## src/mpeg_audio_header_decode_core_assert.svh

```systemverilog
// Assertion macros for the MPEG audio header decoder.
// Used by the top level; expects clk and arst_n in scope.
`ifndef MPEG_AUDIO_HEADER_DECODE_CORE_ASSERT_SVH
`define MPEG_AUDIO_HEADER_DECODE_CORE_ASSERT_SVH

// same-cycle implication
`define MAHD_ASSERT_NOW(lbl, ante, cons) \
	lbl: assert property (@(posedge clk) disable iff (!arst_n) (ante) |-> (cons)) \
		else $error("mahd assertion failed");

// next-cycle implication
`define MAHD_ASSERT_NEXT(lbl, ante, cons) \
	lbl: assert property (@(posedge clk) disable iff (!arst_n) (ante) |=> (cons)) \
		else $error("mahd assertion failed");

`endif

```

## src/mahd_pkg.sv

```systemverilog
// Shared types, status codes and the layer III frame size table.
// No dependencies.
package mahd_pkg;

	typedef enum logic [2:0] {
		ST_OK_L3     = 3'd0,
		ST_OK_L12    = 3'd1,
		ST_BAD_RATE  = 3'd2,
		ST_FREE      = 3'd3,
		ST_BAD_LAYER = 3'd4,
		ST_BAD_BRATE = 3'd5
	} status_t;

	typedef enum logic [1:0] {
		VER_MPEG1  = 2'd0,
		VER_MPEG2  = 2'd1,
		VER_MPEG25 = 2'd2
	} version_t;

	localparam int RATE_CNT = 9;

	typedef struct packed {
		status_t     status;
		version_t    version;
		logic [2:0]  layer;
		logic [3:0]  rate_index;
		logic        crc_present;
		logic [3:0]  bitrate_code;
		logic        padding;
		logic [1:0]  channel_mode;
		logic [1:0]  mode_extension;
		logic [2:0]  misc_flags;
		logic [1:0]  emphasis;
	} hdr_fields_t;

	// kbps * 144000 / (rate << lsf), truncated; rows by rate index, columns by bitrate code
	localparam logic [10:0] FRAME_QUOT [RATE_CNT][16] = '{
		'{11'd0, 11'd104, 11'd130, 11'd156, 11'd182, 11'd208, 11'd261, 11'd313,
		  11'd365, 11'd417, 11'd522, 11'd626, 11'd731, 11'd835, 11'd1044, 11'd0},
		'{11'd0, 11'd96, 11'd120, 11'd144, 11'd168, 11'd192, 11'd240, 11'd288,
		  11'd336, 11'd384, 11'd480, 11'd576, 11'd672, 11'd768, 11'd960, 11'd0},
		'{11'd0, 11'd144, 11'd180, 11'd216, 11'd252, 11'd288, 11'd360, 11'd432,
		  11'd504, 11'd576, 11'd720, 11'd864, 11'd1008, 11'd1152, 11'd1440, 11'd0},
		'{11'd0, 11'd26, 11'd52, 11'd78, 11'd104, 11'd130, 11'd156, 11'd182,
		  11'd208, 11'd261, 11'd313, 11'd365, 11'd417, 11'd470, 11'd522, 11'd0},
		'{11'd0, 11'd24, 11'd48, 11'd72, 11'd96, 11'd120, 11'd144, 11'd168,
		  11'd192, 11'd240, 11'd288, 11'd336, 11'd384, 11'd432, 11'd480, 11'd0},
		'{11'd0, 11'd36, 11'd72, 11'd108, 11'd144, 11'd180, 11'd216, 11'd252,
		  11'd288, 11'd360, 11'd432, 11'd504, 11'd576, 11'd648, 11'd720, 11'd0},
		'{11'd0, 11'd52, 11'd104, 11'd156, 11'd208, 11'd261, 11'd313, 11'd365,
		  11'd417, 11'd522, 11'd626, 11'd731, 11'd835, 11'd940, 11'd1044, 11'd0},
		'{11'd0, 11'd48, 11'd96, 11'd144, 11'd192, 11'd240, 11'd288, 11'd336,
		  11'd384, 11'd480, 11'd576, 11'd672, 11'd768, 11'd864, 11'd960, 11'd0},
		'{11'd0, 11'd72, 11'd144, 11'd216, 11'd288, 11'd360, 11'd432, 11'd504,
		  11'd576, 11'd720, 11'd864, 11'd1008, 11'd1152, 11'd1296, 11'd1440, 11'd0}
	};

endpackage

```

## src/mahd_unpack.sv

```systemverilog
// Header word unpacking, version and rate index resolution, status priority.
// Depends on mahd_pkg.
module mahd_unpack (
	input  logic [31:0]          header_word,
	output mahd_pkg::hdr_fields_t fields
);

	logic [1:0] rcode;
	logic [3:0] brc;
	logic [2:0] lyr;
	logic [3:0] roff;

	always_comb begin
		rcode = header_word[11:10];
		brc   = header_word[15:12];
		lyr   = 3'd4 - {1'b0, header_word[18:17]};

		if (header_word[20]) begin
			fields.version = header_word[19] ? mahd_pkg::VER_MPEG1 : mahd_pkg::VER_MPEG2;
		end else begin
			fields.version = mahd_pkg::VER_MPEG25;
		end

		case (fields.version)
			mahd_pkg::VER_MPEG1: roff = 4'd0;
			mahd_pkg::VER_MPEG2: roff = 4'd3;
			default:             roff = 4'd6;
		endcase

		fields.layer          = lyr;
		fields.crc_present    = ~header_word[16];
		fields.bitrate_code   = brc;
		fields.padding        = header_word[9];
		fields.channel_mode   = header_word[7:6];
		fields.mode_extension = header_word[5:4];
		fields.misc_flags     = {header_word[8], header_word[3], header_word[2]};
		fields.emphasis       = header_word[1:0];

		if (rcode == 2'd3) begin
			fields.rate_index = 4'd0;
			fields.status     = mahd_pkg::ST_BAD_RATE;
		end else begin
			fields.rate_index = {2'b00, rcode} + roff;
			if (brc == 4'd0) begin
				fields.status = mahd_pkg::ST_FREE;
			end else if (brc == 4'd15) begin
				fields.status = mahd_pkg::ST_BAD_BRATE;
			end else if (lyr == 3'd4) begin
				fields.status = mahd_pkg::ST_BAD_LAYER;
			end else if (lyr == 3'd3) begin
				fields.status = mahd_pkg::ST_OK_L3;
			end else begin
				fields.status = mahd_pkg::ST_OK_L12;
			end
		end
	end

endmodule

```

## src/mahd_size.sv

```systemverilog
// Layer III frame size quotient lookup from rate index and bitrate code.
// Depends on mahd_pkg.
module mahd_size (
	input  mahd_pkg::hdr_fields_t fields,
	output logic [10:0]           quot
);

	always_comb begin
		if (fields.status == mahd_pkg::ST_OK_L3 && fields.rate_index < 4'(mahd_pkg::RATE_CNT)) begin
			quot = mahd_pkg::FRAME_QUOT[fields.rate_index][fields.bitrate_code];
		end else begin
			quot = 11'd0;
		end
	end

endmodule

```

## src/mpeg_audio_header_decode_core.sv

```systemverilog
// MPEG audio frame header decoder, top level: four-stage pipeline and handshake.
// Depends on mahd_pkg, mahd_unpack, mahd_size and the assertion macro header.
//
//   channel | signals                      | request
//   --------+------------------------------+-------------------------------
//   header  | hdr_valid, hdr_stall         | header_word
//   result  | res_valid, res_stall         | status .. frame_bytes
//
// One request enters per cycle unless a stall holds the pipeline; each result passes through the stages in order.
// Stages: input register, unpack and status, size table lookup, byte count adjust.
// A stage advances when it is empty or the stage after it advances; a stall
// holds the last stage and every full stage directly behind it; nothing is dropped or repeated.
// Reset empties all stages; no clearing pass is needed.
`include "mpeg_audio_header_decode_core_assert.svh"

module mpeg_audio_header_decode_core (
	input  logic        clk,
	input  logic        arst_n,
	input  logic        hdr_valid,
	output logic        hdr_stall,
	input  logic [31:0] header_word,
	output logic        res_valid,
	input  logic        res_stall,
	output logic [2:0]  status,
	output logic [1:0]  version,
	output logic [2:0]  layer,
	output logic [3:0]  rate_index,
	output logic        crc_present,
	output logic [3:0]  bitrate_code,
	output logic        padding,
	output logic [1:0]  channel_mode,
	output logic [1:0]  mode_extension,
	output logic [2:0]  misc_flags,
	output logic [1:0]  emphasis,
	output logic [10:0] frame_bytes
);

	logic                  vld_s1, vld_s2, vld_s3, vld_s4;
	logic                  adv_s1, adv_s2, adv_s3, adv_s4;
	logic [31:0]           hdr_s1;
	mahd_pkg::hdr_fields_t fld_dec, fld_s2, fld_s3, fld_s4;
	logic [10:0]           quot_dec, quot_s3;
	logic [10:0]           bytes_s4;

	assign adv_s4    = ~vld_s4 | ~res_stall;
	assign adv_s3    = ~vld_s3 | adv_s4;
	assign adv_s2    = ~vld_s2 | adv_s3;
	assign adv_s1    = ~vld_s1 | adv_s2;
	assign hdr_stall = ~adv_s1;

	mahd_unpack u_unpack (
		.header_word (hdr_s1),
		.fields      (fld_dec)
	);

	mahd_size u_size (
		.fields (fld_s2),
		.quot   (quot_dec)
	);

	always_ff @(posedge clk or negedge arst_n) begin
		if (!arst_n) begin
			vld_s1 <= 1'b0;
			vld_s2 <= 1'b0;
			vld_s3 <= 1'b0;
			vld_s4 <= 1'b0;
		end else begin
			if (adv_s1) vld_s1 <= hdr_valid;
			if (adv_s2) vld_s2 <= vld_s1;
			if (adv_s3) vld_s3 <= vld_s2;
			if (adv_s4) vld_s4 <= vld_s3;
		end
	end

	always_ff @(posedge clk) begin
		if (adv_s1 && hdr_valid) begin
			hdr_s1 <= header_word;
		end
		if (adv_s2 && vld_s1) begin
			fld_s2 <= fld_dec;
		end
		if (adv_s3 && vld_s2) begin
			fld_s3  <= fld_s2;
			quot_s3 <= quot_dec;
		end
		if (adv_s4 && vld_s3) begin
			fld_s4 <= fld_s3;
			if (fld_s3.status == mahd_pkg::ST_OK_L3) begin
				bytes_s4 <= quot_s3 + {10'd0, fld_s3.padding} - 11'd4;
			end else begin
				bytes_s4 <= 11'd0;
			end
		end
	end

	assign res_valid      = vld_s4;
	assign status         = fld_s4.status;
	assign version        = fld_s4.version;
	assign layer          = fld_s4.layer;
	assign rate_index     = fld_s4.rate_index;
	assign crc_present    = fld_s4.crc_present;
	assign bitrate_code   = fld_s4.bitrate_code;
	assign padding        = fld_s4.padding;
	assign channel_mode   = fld_s4.channel_mode;
	assign mode_extension = fld_s4.mode_extension;
	assign misc_flags     = fld_s4.misc_flags;
	assign emphasis       = fld_s4.emphasis;
	assign frame_bytes    = bytes_s4;

	`MAHD_ASSERT_NEXT(a_accept_fills_s1, hdr_valid && !hdr_stall, vld_s1)
	`MAHD_ASSERT_NOW(a_err_no_size, res_valid && status != mahd_pkg::ST_OK_L3, frame_bytes == 11'd0)
	`MAHD_ASSERT_NOW(a_l3_has_size, res_valid && status == mahd_pkg::ST_OK_L3, frame_bytes != 11'd0)
	`MAHD_ASSERT_NOW(a_bad_rate_idx, res_valid && status == mahd_pkg::ST_BAD_RATE, rate_index == 4'd0)

endmodule

```

## config.mk

```make
export PLATFORM = sky130hd
export DESIGN_NAME = mpeg_audio_header_decode_core
export DESIGN_NICKNAME = d
export VERILOG_FILES = /design/src/mahd_pkg.sv /design/src/mahd_unpack.sv /design/src/mahd_size.sv /design/src/mpeg_audio_header_decode_core.sv
export VERILOG_INCLUDE_DIRS = /design/src /design/src/src
export SDC_FILE = /design/constraint.sdc
export NUM_CORES = 1
export LEC_CHECK = 0
export BUFFER_PORTS_ARGS = -buffer_cell sky130_fd_sc_hd__buf_2
export CORE_UTILIZATION = 60
export DETAILED_ROUTE_END_ITERATION = 16
export HOLD_SLACK_MARGIN = 0.12
export PLACE_DENSITY_LB_ADDON = 0.08
export SYNTH_ARGS = -nofsm -noshare
export SYNTH_HDL_FRONTEND = slang
export SYNTH_SLANG_ARGS = --single-unit
export TNS_END_PERCENT = 5
```

## constraint.sdc

```tcl
create_clock -name clk -period 9.9 [get_ports clk]
set_input_delay 0.99 -clock clk [delete_from_list [all_inputs] [get_ports clk]]
set_output_delay 0.99 -clock clk [all_outputs]
set_load 0.02 [all_outputs]
```

==> results of run 1 <==
worst register-to-register path, stage by stage (launching register included):
cell and delay, ps:
edfxtp_1 770, inv_1 330, ha_1 650, nor2b_1 200, or3_4 410, o311ai_0 170, o21ai_1 160, a211oi_1 380
cell families after synthesis:
| logic type | synth area share, % |
|---|---|
| fa+ha+maj | 3.68 |
| mux | 1.26 |
| compound gates | 13.3 |
| simple gates | 13.0 |
| buf+inv | 3.43 |
| xor+xnor | 1.32 |
| flops | 63.9 |
path summary, 6_finish.rpt:
kind / from / endpoint / slack [ps] / cells past startpoint
min in group clk: hdr_s1[2] / fld_s2[2] / 410 / 0
worst min-delay path: arst_n / res_valid / 270 / 1
max in group asynchronous: arst_n / vld_s3 / 9510 / 1
worst max-delay path: fld_s2[16] / quot_s3[5] / 6630 / 7
worst max register to register: fld_s2[16] / quot_s3[5] / 6630 / 7
worst min register to register: hdr_s1[2] / fld_s2[2] / 410 / 0
power by group through the flow:
stage	clock network, W	logic [W]	registers [W]
global placement	0	0.000251	0.000717
global route	0.000633	0.000284	0.000719
finish	0.000604	0.000261	0.000712
CTS	0.000612	0.000258	0.000712
floorplan	0	0.000161	0.000736
detailed placement	0	0.000255	0.000721
state kept, by name, indices dropped and copies added (netlist names), 2 cells and up:
name,flops
misc_flags,3
hdr_s1,21
mode_extension,2
status,3
fld_s2,27
bitrate_code,4
version,2
layer,3
channel_mode,2
rate_index,4
fld_s3,27
quot_s3,11
emphasis,2
frame_bytes,11
per-layer routing:
layer | GRT usage [%] | wire (um)
met4 | 11.1 | 270
met1 | 37.4 | 5590
met2 | 41.6 | 6360
met3 | 6.98 | 1040
met5 | 0 | 0
placed cells by master, fill, tap and decap left out, types with 9 or more instances in the layout:
cell type / n
nor2b_1: 13
o21ai_0: 25
nand2_1: 31
clkbuf_16: 16
nand3_1: 11
inv_1: 17
ha_1: 16
nor2_1: 33
a21oi_1: 21
edfxtp_1: 124
nand2b_1: 9
buf_2: 64
final cells by class:
cell class / count / area share [%]
timing repair buffer: 69 / 5.14
inverter: 18 / 0.970
clock inverter: 13 / 2.12
sequential: 128 / 54.9
multi-input combinational: 294 / 28.3
clock buffer: 19 / 6.20
tap: 133 / 2.39
cells in the mapped netlist (3+ instances only):
master	n
a2111o_1	4
a211o_1	3
a211oi_1	3
a21boi_0	5
a21o_1	3
a21oi_1	21
a31oi_1	5
and2_1	6
and3_1	4
buf_2	8
buf_6	3
clkbuf_1	17
dfrtp_1	4
edfxtp_1	124
ha_1	16
inv_1	17
mux2i_1	3
nand2_1	31
nand2b_1	9
nand3_1	11
nand4_1	4
nor2_1	33
nor2b_1	14
nor3_1	4
nor3b_1	5
nor4_1	7
o2111ai_1	5
o211ai_1	5
o21ai_0	25
o22ai_1	4
o311ai_0	3
o31ai_1	3
or2_2	5
or3_1	3
or4_1	5
xnor2_1	6
xor2_1	3
metrics by stage:
stage               total power (W)  hold slack, ps  cell area (um2)
floorplan                  0.000897             400             5980
global placement           0.000969             400             6380
detailed placement         0.000976             405             6380
CTS                         0.00158             247             6960
global route                0.00164             253             6960
finish                      0.00158             267             6960
==> flow_metrics.env, run 1 <==
export IMPL_synth_top_cells_by_area="edfxtp_1 62%, ha_1 3.3%, o21ai_0 2.1%, nor2_1 2.1%, nand2_1 1.9%"
export IMPL_internal_power_w=0.00113
export IMPL_vias_per_cell=6.12
export IMPL_clock_insertion_delay_worst_skew_ps=520
export IMPL_final_setup_viol_count=0
export IMPL_stdcell_count=674
export IMPL_synth_seq_area_share_pct=63.9
export IMPL_die_height_um=102
export IMPL_core_area_mm2=0.00973
export IMPL_max_cap_violations=0
export IMPL_p_sw_w=0.000444
export IMPL_synthesis_instances=468
export IMPL_fp_dieArea_mm2=0.0104
export IMPL_cts_inserted_buffers=17
export IMPL_path_cells="inv_1, ha_1, nor2b_1, or3_4, o311ai_0, o21ai_1, a211oi_1"
export IMPL_global_route_overflow_total=0
export IMPL_place_congestion=0.935
export IMPL_synth_cell_types=65
export IMPL_grt_first_pass_wirelength_mm=20.4
export IMPL_synth_edf_count=124
export IMPL_initial_utilization_pct=61.5
export IMPL_drc=0
export IMPL_ctsLongestPathBuffers=2
export IMPL_multi_input_comb_area_mm2=0.00197
export IMPL_final_max_slew_violation_count=0
export IMPL_detailedRoute_firstIterationViolations=446
export IMPL_max_slew_worst_pin_slew_ps=1290
export IMPL_cts_root_buffer_cell="clkbuf_8"
export IMPL_critical_path_max_fanout=17
export IMPL_slew_headroom_pct=14.2
export IMPL_drtPass1Iterations=8
export IMPL_cts_reportedPaths_clkPinSlew_ps=60
export IMPL_dp_final_hpwl_mm=8.54
export IMPL_numClockSinks=128
export IMPL_post_route_cells_drive_above_1_share_pct=21.6
export IMPL_startpoint_type="flop"
export IMPL_grt_antenna_before_repair=0
export IMPL_timing_setup_tns_ps=0
export IMPL_numPortBuffers=64
export IMPL_grt_setup_unrepaired="no"
export IMPL_dpl_worst_slack_ps=6750
export IMPL_postCtsSetupBuffers=0
export IMPL_diodes=0
export IMPL_number_of_global_route_vias_before_repair=3865
export IMPL_p_sw_share_pct=28.2
export IMPL_share_comb_of_total_power_pct=16.5
export IMPL_grt_use_total_pct=27.2
export IMPL_cp_required_ps=10200
export IMPL_die_w_um=102
export IMPL_path_class="reg -> reg"
export IMPL_async_reset_ff_share_pct=3.13
export IMPL_final_routed_wirelength_across_all_metal_layers_mm=13.3
export IMPL_critical_path_n_buffers_inverters=1
export IMPL_rows=36
export IMPL_power_density_mw_per_mm2=226
export IMPL_synth_largest_area_cell="edfxtp_1"
export IMPL_timing_critical_path_arrival_ps=3570
export IMPL_power_static_leakage_nw=2.61
export IMPL_worst_setup_path_end_kind="flop"
export IMPL_fin_nets=581
export IMPL_synth_fp_nets=521
export IMPL_min_delay_path_class="in -> async"
export IMPL_timing_critical_path_slowest_cell_delay_ps=770
export IMPL_period_share_pct=33.0
export IMPL_fin_skew_ps=10.5
export IMPL_numPlacedInstances=642
export IMPL_critical_path_top_delay_family="flip-flops"
export IMPL_layout_setup_ws_ps=6630
export IMPL_pwr_share_seq_pct=45.1
export IMPL_yosys_most_used_dff="edfxtp_1"
export IMPL_synth_ff_latch_count=128
export IMPL_grt_max_degree=54
export IMPL_drt_antenna_violating_nets=0
export IMPL_ff_latch_area_mm2=0.00382
export IMPL_fillCellCount=639
export IMPL_maxClockFrequency_ghz=0.306
export IMPL_p_clk_share_pct=38.3
export IMPL_wl_per_cell_um=19.7
export IMPL_post_synth_instance_area_mm2=0.00598
export IMPL_ioPinCount=76
export IMPL_post_synth_top_area_fraction_pct=62.3
export IMPL_cts_resized=0
export IMPL_min_period_ps=3270
export IMPL_tritoncts="yes"
export IMPL_peakVddDrop_mv=0.131
export IMPL_worst_path_max_delay_cell="edfxtp_1"
export IMPL_yosys_warnings=0
export IMPL_status="completed"
export IMPL_syn_mean_instance_area_um2=12.8
export IMPL_area_growth_pct=16.5
export IMPL_timing_hold_violations_final=0
export IMPL_dr_total_vias=4124
export IMPL_post_cts_hold_buffer_count=0
export IMPL_postLayoutCoreUtil_pct=71.6
export IMPL_cts_max_level=4
Note: power is estimated with default switching activity, not from simulation.
==> run 2, diff against run 1 <==
--- a/config.mk
+++ b/config.mk
@@ -6,8 +6,9 @@
 export SDC_FILE = /design/constraint.sdc
 export NUM_CORES = 1
 export LEC_CHECK = 0
+export ABC_AREA = 1
 export BUFFER_PORTS_ARGS = -buffer_cell sky130_fd_sc_hd__buf_2
-export CORE_UTILIZATION = 60
+export CORE_UTILIZATION = 52
 export DETAILED_ROUTE_END_ITERATION = 16
 export HOLD_SLACK_MARGIN = 0.12
 export PLACE_DENSITY_LB_ADDON = 0.08
==> constraint.sdc (replaced) <==
create_clock -name clk -period 2.9 [get_ports clk]
set_input_delay 0.29 -clock clk [delete_from_list [all_inputs] [get_ports clk]]
set_output_delay 0.29 -clock clk [all_outputs]
set_load 0.02 [all_outputs]
==> run 2 against run 1 <==
  * Design area up 4.7%
  * Die area is 14% higher
  * Setup slack lost 5900 ps
  * Clock power increased to 4.0 times the previous value
  * Sequential power increased to 3.4 times the previous value
  * Hold slack got worse by 120 ps
  * Flip-flop and latch count stayed put
  * Synthesized area is 1.1% lower
  * Utilization shrank 5.2 points
  * Global-route usage about the same
  * Register-to-register slack worse by 5900 ps
  * Fmax grew 50%
  * Largest cell class unchanged
  * Largest power group unchanged
==> flow_metrics.env, run 2 <==
export IMPL_final_setup_viol_count=0
export IMPL_top_regs="fld_s2: 27 flops, fld_s3: 27 flops, hdr_s1: 21 flops"
export IMPL_grt_max_degree=39
export IMPL_fp_dieArea_mm2=0.0118
export IMPL_routed_wl_met2_mm=7.48
export IMPL_power_static_leakage_nw=3.12
export IMPL_clock_insertion_delay_worst_skew_ps=420
export IMPL_min_period_ps=2190
export IMPL_cts_reportedPaths_clkPinSlew_ps=70
export IMPL_global_route_overflow_total=0
export IMPL_synthesis_instances=542
export IMPL_startpoint_type="flop"
export IMPL_max_slew_worst_pin_slew_ps=1140
export IMPL_synth_xor_xnor_area_share_pct=0.296
export IMPL_diodes=0
export IMPL_cts_resized=0
export IMPL_post_synth_top_area_fraction_pct=63.0
export IMPL_area_growth_pct=23.3
export IMPL_cts_max_level=4
export IMPL_grt_first_pass_wirelength_mm=23.0
export IMPL_final_max_slew_violation_count=0
export IMPL_synth_compound_area_share_pct=5.42
export IMPL_worst_setup_path_end_kind="flop"
export IMPL_yosys_most_used_dff="edfxtp_1"
export IMPL_vias_per_cell=5.37
export IMPL_grt_antenna_before_repair=0
export IMPL_synth_top_family_by_area="simple AND/OR/NAND/NOR gates"
export IMPL_critical_path_max_fanout=7
export IMPL_post_route_cells_drive_above_1_share_pct=21.4
export IMPL_yosys_top_cells_count="129 x nand2_1, 124 x edfxtp_1, 58 x nor2_1, 53 x inv_1, 40 x nand3_1"
export IMPL_layout_setup_ws_ps=712
export IMPL_post_synth_instance_area_mm2=0.00591
export IMPL_cp_required_ps=3060
export IMPL_period_share_pct=75.5
export IMPL_path_class="reg -> reg"
export IMPL_synth_seq_area_share_pct=64.6
export IMPL_numPortBuffers=64
export IMPL_min_delay_path_class="in -> reg"
export IMPL_number_of_global_route_vias_before_repair=4290
export IMPL_synth_most_common_cell="nand2_1"
export IMPL_power_density_mw_per_mm2=788
export IMPL_synthSimpleGateAreaFrac_pct=20.2
export IMPL_die_height_um=109
export IMPL_met3_wirelength_um=909
export IMPL_cts_root_buffer_cell="clkbuf_16"
export IMPL_fillCellCount=831
export IMPL_numClockSinks=128
export IMPL_synth_cell_types=42
export IMPL_met1Wirelength_mm=6.19
export IMPL_peakVddDrop_mv=0.706
export IMPL_fin_skew_ps=19.4
export IMPL_wl_per_cell_um=18.6
export IMPL_die_w_um=109
export IMPL_dr_total_vias=4290
export IMPL_synth_fp_nets=595
export IMPL_drc=0
export IMPL_timing_setup_tns_ps=0
export IMPL_initial_utilization_pct=53.9
export IMPL_async_reset_ff_share_pct=3.13
export IMPL_ioPinCount=76
export IMPL_top_layer="met4"
export IMPL_fin_nets=699
export IMPL_yosys_mux_area_fraction_pct=0
export IMPL_status="completed"
export IMPL_dpl_worst_slack_ps=752
export IMPL_rows=38
export IMPL_slew_headroom_pct=23.6
export IMPL_most_common_library_cell_in_the_layout_ignoring_fill_and_taps="nand2_1"
export IMPL_synth_edf_count=124
export IMPL_detailedRoute_firstIterationViolations=364
export IMPL_final_cell_mix="129 x nand2_1, 124 x edfxtp_1, 64 x buf_2, 56 x nor2_1, 53 x inv_1"
export IMPL_core_area_mm2=0.0110
export IMPL_yosys_area_share_adder_pct=3.72
export IMPL_maxClockFrequency_ghz=0.457
export IMPL_synth_ff_latch_count=128
export IMPL_dp_final_hpwl_mm=10.0
export IMPL_tritoncts="yes"
export IMPL_total_power_w=0.00575
export IMPL_timing_hold_violations_final=0
export IMPL_drtPass1Iterations=5
export IMPL_syn_mean_instance_area_um2=10.9
export IMPL_timing_critical_path_arrival_ps=2350
export IMPL_yosys_warnings=0
export IMPL_grt_use_total_pct=27.1
export IMPL_grt_setup_unrepaired="no"
export IMPL_place_congestion=0.958
export IMPL_cts_inserted_buffers=17
export IMPL_r2r_slack_ps=710
export IMPL_synth_top_cells_by_area="edfxtp_1 63%, nand2_1 8.2%, nor2_1 3.7%, ha_1 3.4%, nand3_1 3.4%"
export IMPL_drt_antenna_violating_nets=0
export IMPL_synth_largest_area_cell="edfxtp_1"
export IMPL_max_cap_violations=0
export IMPL_ctsLongestPathBuffers=2
export IMPL_final_routed_wirelength_across_all_metal_layers_mm=14.9
[run 2: cell types whose count changed after synthesis, moves of 6 or more]
cell / delta
nand4_1: +6
and2_1: -6
nand2b_1: -9
nand3_1: +29
inv_2: +6
o21ai_0: -7
nor4_1: -6
clkbuf_1: -13
nor2b_1: -14
nor2_1: +25
inv_1: +36
nand2_1: +98
[run 2: per-stage QoR]
step / util, % / area (um2) / cells / hold WS [ps]
after global placement: 58.4 / 6420 / 745 / 95.4
after floorplan: - / 5910 / 542 / -5.59
final: 66.4 / 7290 / 799 / 145
after detailed placement: 58.4 / 6420 / 745 / 101
after CTS: 66.4 / 7290 / 799 / 130
after global routing: 66.4 / 7290 / 799 / 147
[run 2: power by group]
part	internal [W]	switching, W	total, W
sequential	0.00231	0.0000973	0.00240
clock	0.00154	0.000845	0.00239
combinational	0.000281	0.000674	0.000955
[run 2: what timing repair did]
action                                  in CTS  in global routing
hold endpoints to repair                    25                  0
hold buffers                                22                  0
buffers inserted                             0                  0
endpoints found under the setup margin       0                  0
[run 2: logic make-up after synthesis]
kind of cell / after synthesis
AOI/OAI and AO/OA: 53
xor gates and xnor gates: 2
adders and majority gates: 17
buffers and inverters: 75
DFF: 128
and+or+nand+nor: 267
[run 2: final cells by class]
type                    count  area [um2]  area share [%]
multi-input cells         339        1770            24.2
flip-flops and latches    128        3820            52.4
clock buffers              17         425            5.83
clock inverters            15         230            3.16
repair buffers             98         631            8.64
inverters                  62         243            3.33
well taps                 140         175            2.40
[run 2: worst paths after layout]
kind / startpoint / to / cells after the start
setup reg to reg: fld_s2[16] / quot_s3[3] / 12
setup / recovery: fld_s2[16] / quot_s3[3] / 12
hold / removal: res_stall / res_valid / 3
hold reg to reg: fld_s3[11] / bitrate_code[1] / 0
max in group asynchronous: arst_n / vld_s1 / 2
min in group asynchronous: arst_n / vld_s3 / 2
[run 2: layer usage]
layer	up-vias	global-route usage (%)
met5	-	0
met4	0	10.4
met3	24	6.75
met2	178	45.2
met1	2043	34.1
li1	2045	-
[run 2: worst max-delay path, cell delays in order (launching register included)]
cell and delay [ps]:
edfxtp_1 400, inv_1 270, ha_1 370, inv_1 100, nand2_1 140, inv_2 120, nor2_1 50, nand2_1 60
nand3_1 130, nand2_1 90, nand2_1 50, nor2_1 100, nor2_1 50
==> run 3, diff against run 2 <==
==> constraint.sdc (replaced) <==
create_clock -name clk -period 1.9 [get_ports clk]
set_input_delay 0.19 -clock clk [delete_from_list [all_inputs] [get_ports clk]]
set_output_delay 0.19 -clock clk [all_outputs]
set_load 0.02 [all_outputs]
==> run 3 against run 2 <==
  * Clock-buffer cell count rose by 1
  * Non-clock buffer count rose by 55
  * Clock power rose by 51%
  * Die area did not move
  * Sequential power rose by 53%
==> flow_metrics.env, run 3 (same netlist as run 2, synthesis figures left out) <==
export IMPL_cp_required_ps=2080
export IMPL_fin_skew_ps=13.2
export IMPL_slew_headroom_pct=57.8
export IMPL_critical_path_top_delay_family="simple AND/OR/NAND/NOR gates"
export IMPL_timing_critical_path_slowest_cell_delay_ps=440
export IMPL_min_delay_path_class="in -> reg"
export IMPL_grt_setup_unrepaired="yes"
export IMPL_grt_antenna_before_repair=0
export IMPL_number_of_global_route_vias_before_repair=4543
export IMPL_grt_use_total_pct=29.6
export IMPL_cts_max_level=4
export IMPL_worst_setup_path_end_kind="flop"
export IMPL_tritoncts="yes"
export IMPL_min_period_ps=1890
export IMPL_drtPass1Iterations=6
export IMPL_final_cell_mix="124 x edfxtp_1, 117 x nand2_1, 64 x buf_2, 51 x buf_4, 49 x nor2_1"
export IMPL_vias_per_cell=5.45
export IMPL_timing_hold_violations_final=0
export IMPL_max_cap_violations=0
export IMPL_diodes=0
export IMPL_ioPinCount=76
export IMPL_fin_nets=754
export IMPL_top_regs="fld_s2: 27 flops, fld_s3: 27 flops, hdr_s1: 21 flops"
export IMPL_critical_path_n_buffers_inverters=3
export IMPL_worst_hold_slack_ps=232
export IMPL_status="completed"
export IMPL_cpMostUsedCell="nand2_1"
export IMPL_place_congestion=0.938
export IMPL_grt_first_pass_wirelength_mm=24.6
export IMPL_dp_final_hpwl_mm=10.8
export IMPL_final_routed_wirelength_across_all_metal_layers_mm=16.5
export IMPL_cts_inserted_buffers=17
export IMPL_area_growth_pct=35.3
export IMPL_r2r_slack_ps=7
export IMPL_most_common_library_cell_in_the_layout_ignoring_fill_and_taps="edfxtp_1"
export IMPL_cts_reportedPaths_clkPinSlew_ps=60
export IMPL_final_max_slew_violation_count=0
export IMPL_worst_path_max_delay_cell="edfxtp_1"
export IMPL_maxClockFrequency_ghz=0.528
export IMPL_rows=38
export IMPL_non_filler_cell_area_final_mm2=0.00800
export IMPL_dr_total_vias=4651
export IMPL_max_slew_worst_pin_slew_ps=631
export IMPL_initial_utilization_pct=53.9
export IMPL_cts_root_buffer_cell="clkbuf_16"
export IMPL_peakVddDrop_mv=1.04
export IMPL_critical_path_max_fanout=7
export IMPL_grt_max_degree=38
export IMPL_timing_critical_path_arrival_ps=2070
export IMPL_post_route_cells_drive_above_1_share_pct=32.4
export IMPL_drt_antenna_violating_nets=0
export IMPL_fp_dieArea_mm2=0.0118
export IMPL_power_static_leakage_nw=3.43
export IMPL_final_setup_viol_count=0
export IMPL_path_cells="buf_6, ha_2, inv_2, nor2_1, nand2_1, nand2_2, nor2_4, nand3_2, nand3_1, nand2_1, nand2_1, inv_1"
export IMPL_detailed_place_area_mm2=0.00681
export IMPL_power_density_mw_per_mm2=1150
export IMPL_period_share_pct=99.6
export IMPL_numPortBuffers=64
export IMPL_clock_insertion_delay_worst_skew_ps=430
export IMPL_drc=0
export IMPL_die_height_um=109
export IMPL_ctsLongestPathBuffers=2
export IMPL_numClockSinks=128
export IMPL_path_class="reg -> reg"
export IMPL_wl_per_cell_um=19.4
export IMPL_startpoint_type="flop"
export IMPL_detailedRoute_firstIterationViolations=525
export IMPL_global_route_overflow_total=0
export IMPL_timing_setup_tns_ps=0
export IMPL_core_area_mm2=0.0110
export IMPL_fillCellCount=749
export IMPL_die_w_um=109
## run 3: stage by stage
step,instances,power [W],worst slack [ps],util (%)
4_1_cts,843,0.00901,-21.0,70.5
3_3_place_gp,785,0.00531,-42.5,62.0
6_report,854,0.00918,7.38,72.8
2_1_floorplan,542,0.00464,-340,-
3_5_place_dp,785,0.00535,-163,62.0
5_1_grt,854,0.00949,-82.8,72.8
## run 3: layout make-up
| class | count | area (um2) | share of cell area (%) |
|---|---|---|---|
| Multi-Input combinational cell | 339 | 1930 | 24.2 |
| Timing Repair Buffer | 153 | 1160 | 14.5 |
| Clock inverter | 14 | 228 | 2.85 |
| Sequential cell | 128 | 3820 | 47.8 |
| Inverter | 62 | 250 | 3.13 |
| Clock buffer | 18 | 429 | 5.36 |
| Tap cell | 140 | 175 | 2.19 |
## run 3: report_power, final
group / switching, W / internal, W / leakage [nW] / total, W
clock: 0.00127 / 0.00235 / 0.310 / 0.00362
sequential: 0.000146 / 0.00352 / 1.26 / 0.00367
combinational: 0.00119 / 0.000701 / 1.86 / 0.00189
total: 0.00261 / 0.00657 / 3.43 / 0.00918
## run 3: final timing paths
check | cells after the start | from | end
setup / recovery | 12 | fld_s2[16] | quot_s3[5]
hold / removal | 6 | res_stall | vld_s3
setup reg to reg | 12 | fld_s2[16] | quot_s3[5]
hold reg to reg | 0 | fld_s3[7] | channel_mode[0]
max in group asynchronous | 3 | arst_n | vld_s1
min in group asynchronous | 3 | arst_n | res_valid
## run 3: worst min-delay path: stages
cell and delay (ps):
buf_2 100, nand2_1 70, nor2_1 40, inv_1 70, buf_4 110, nand2_1 40
## run 3: timing repair
action                                  in CTS  in global routing
pin swaps                                    0                 11
hold buffers                                26                  0
resized for setup                            7                 49
gates cloned                                 0                  0
setup buffers                                0                 11
hold endpoints to repair                    28                  0
endpoints found under the setup margin      30                 14
## run 3: routing by layer
layer	vias to the layer above	track usage [%]	wire length, um
li1	2160	-	-
met1	2193	35.3	6360
met2	242	50.9	8470
met3	56	6.93	1080
met4	0	13.6	621
met5	-	0	0
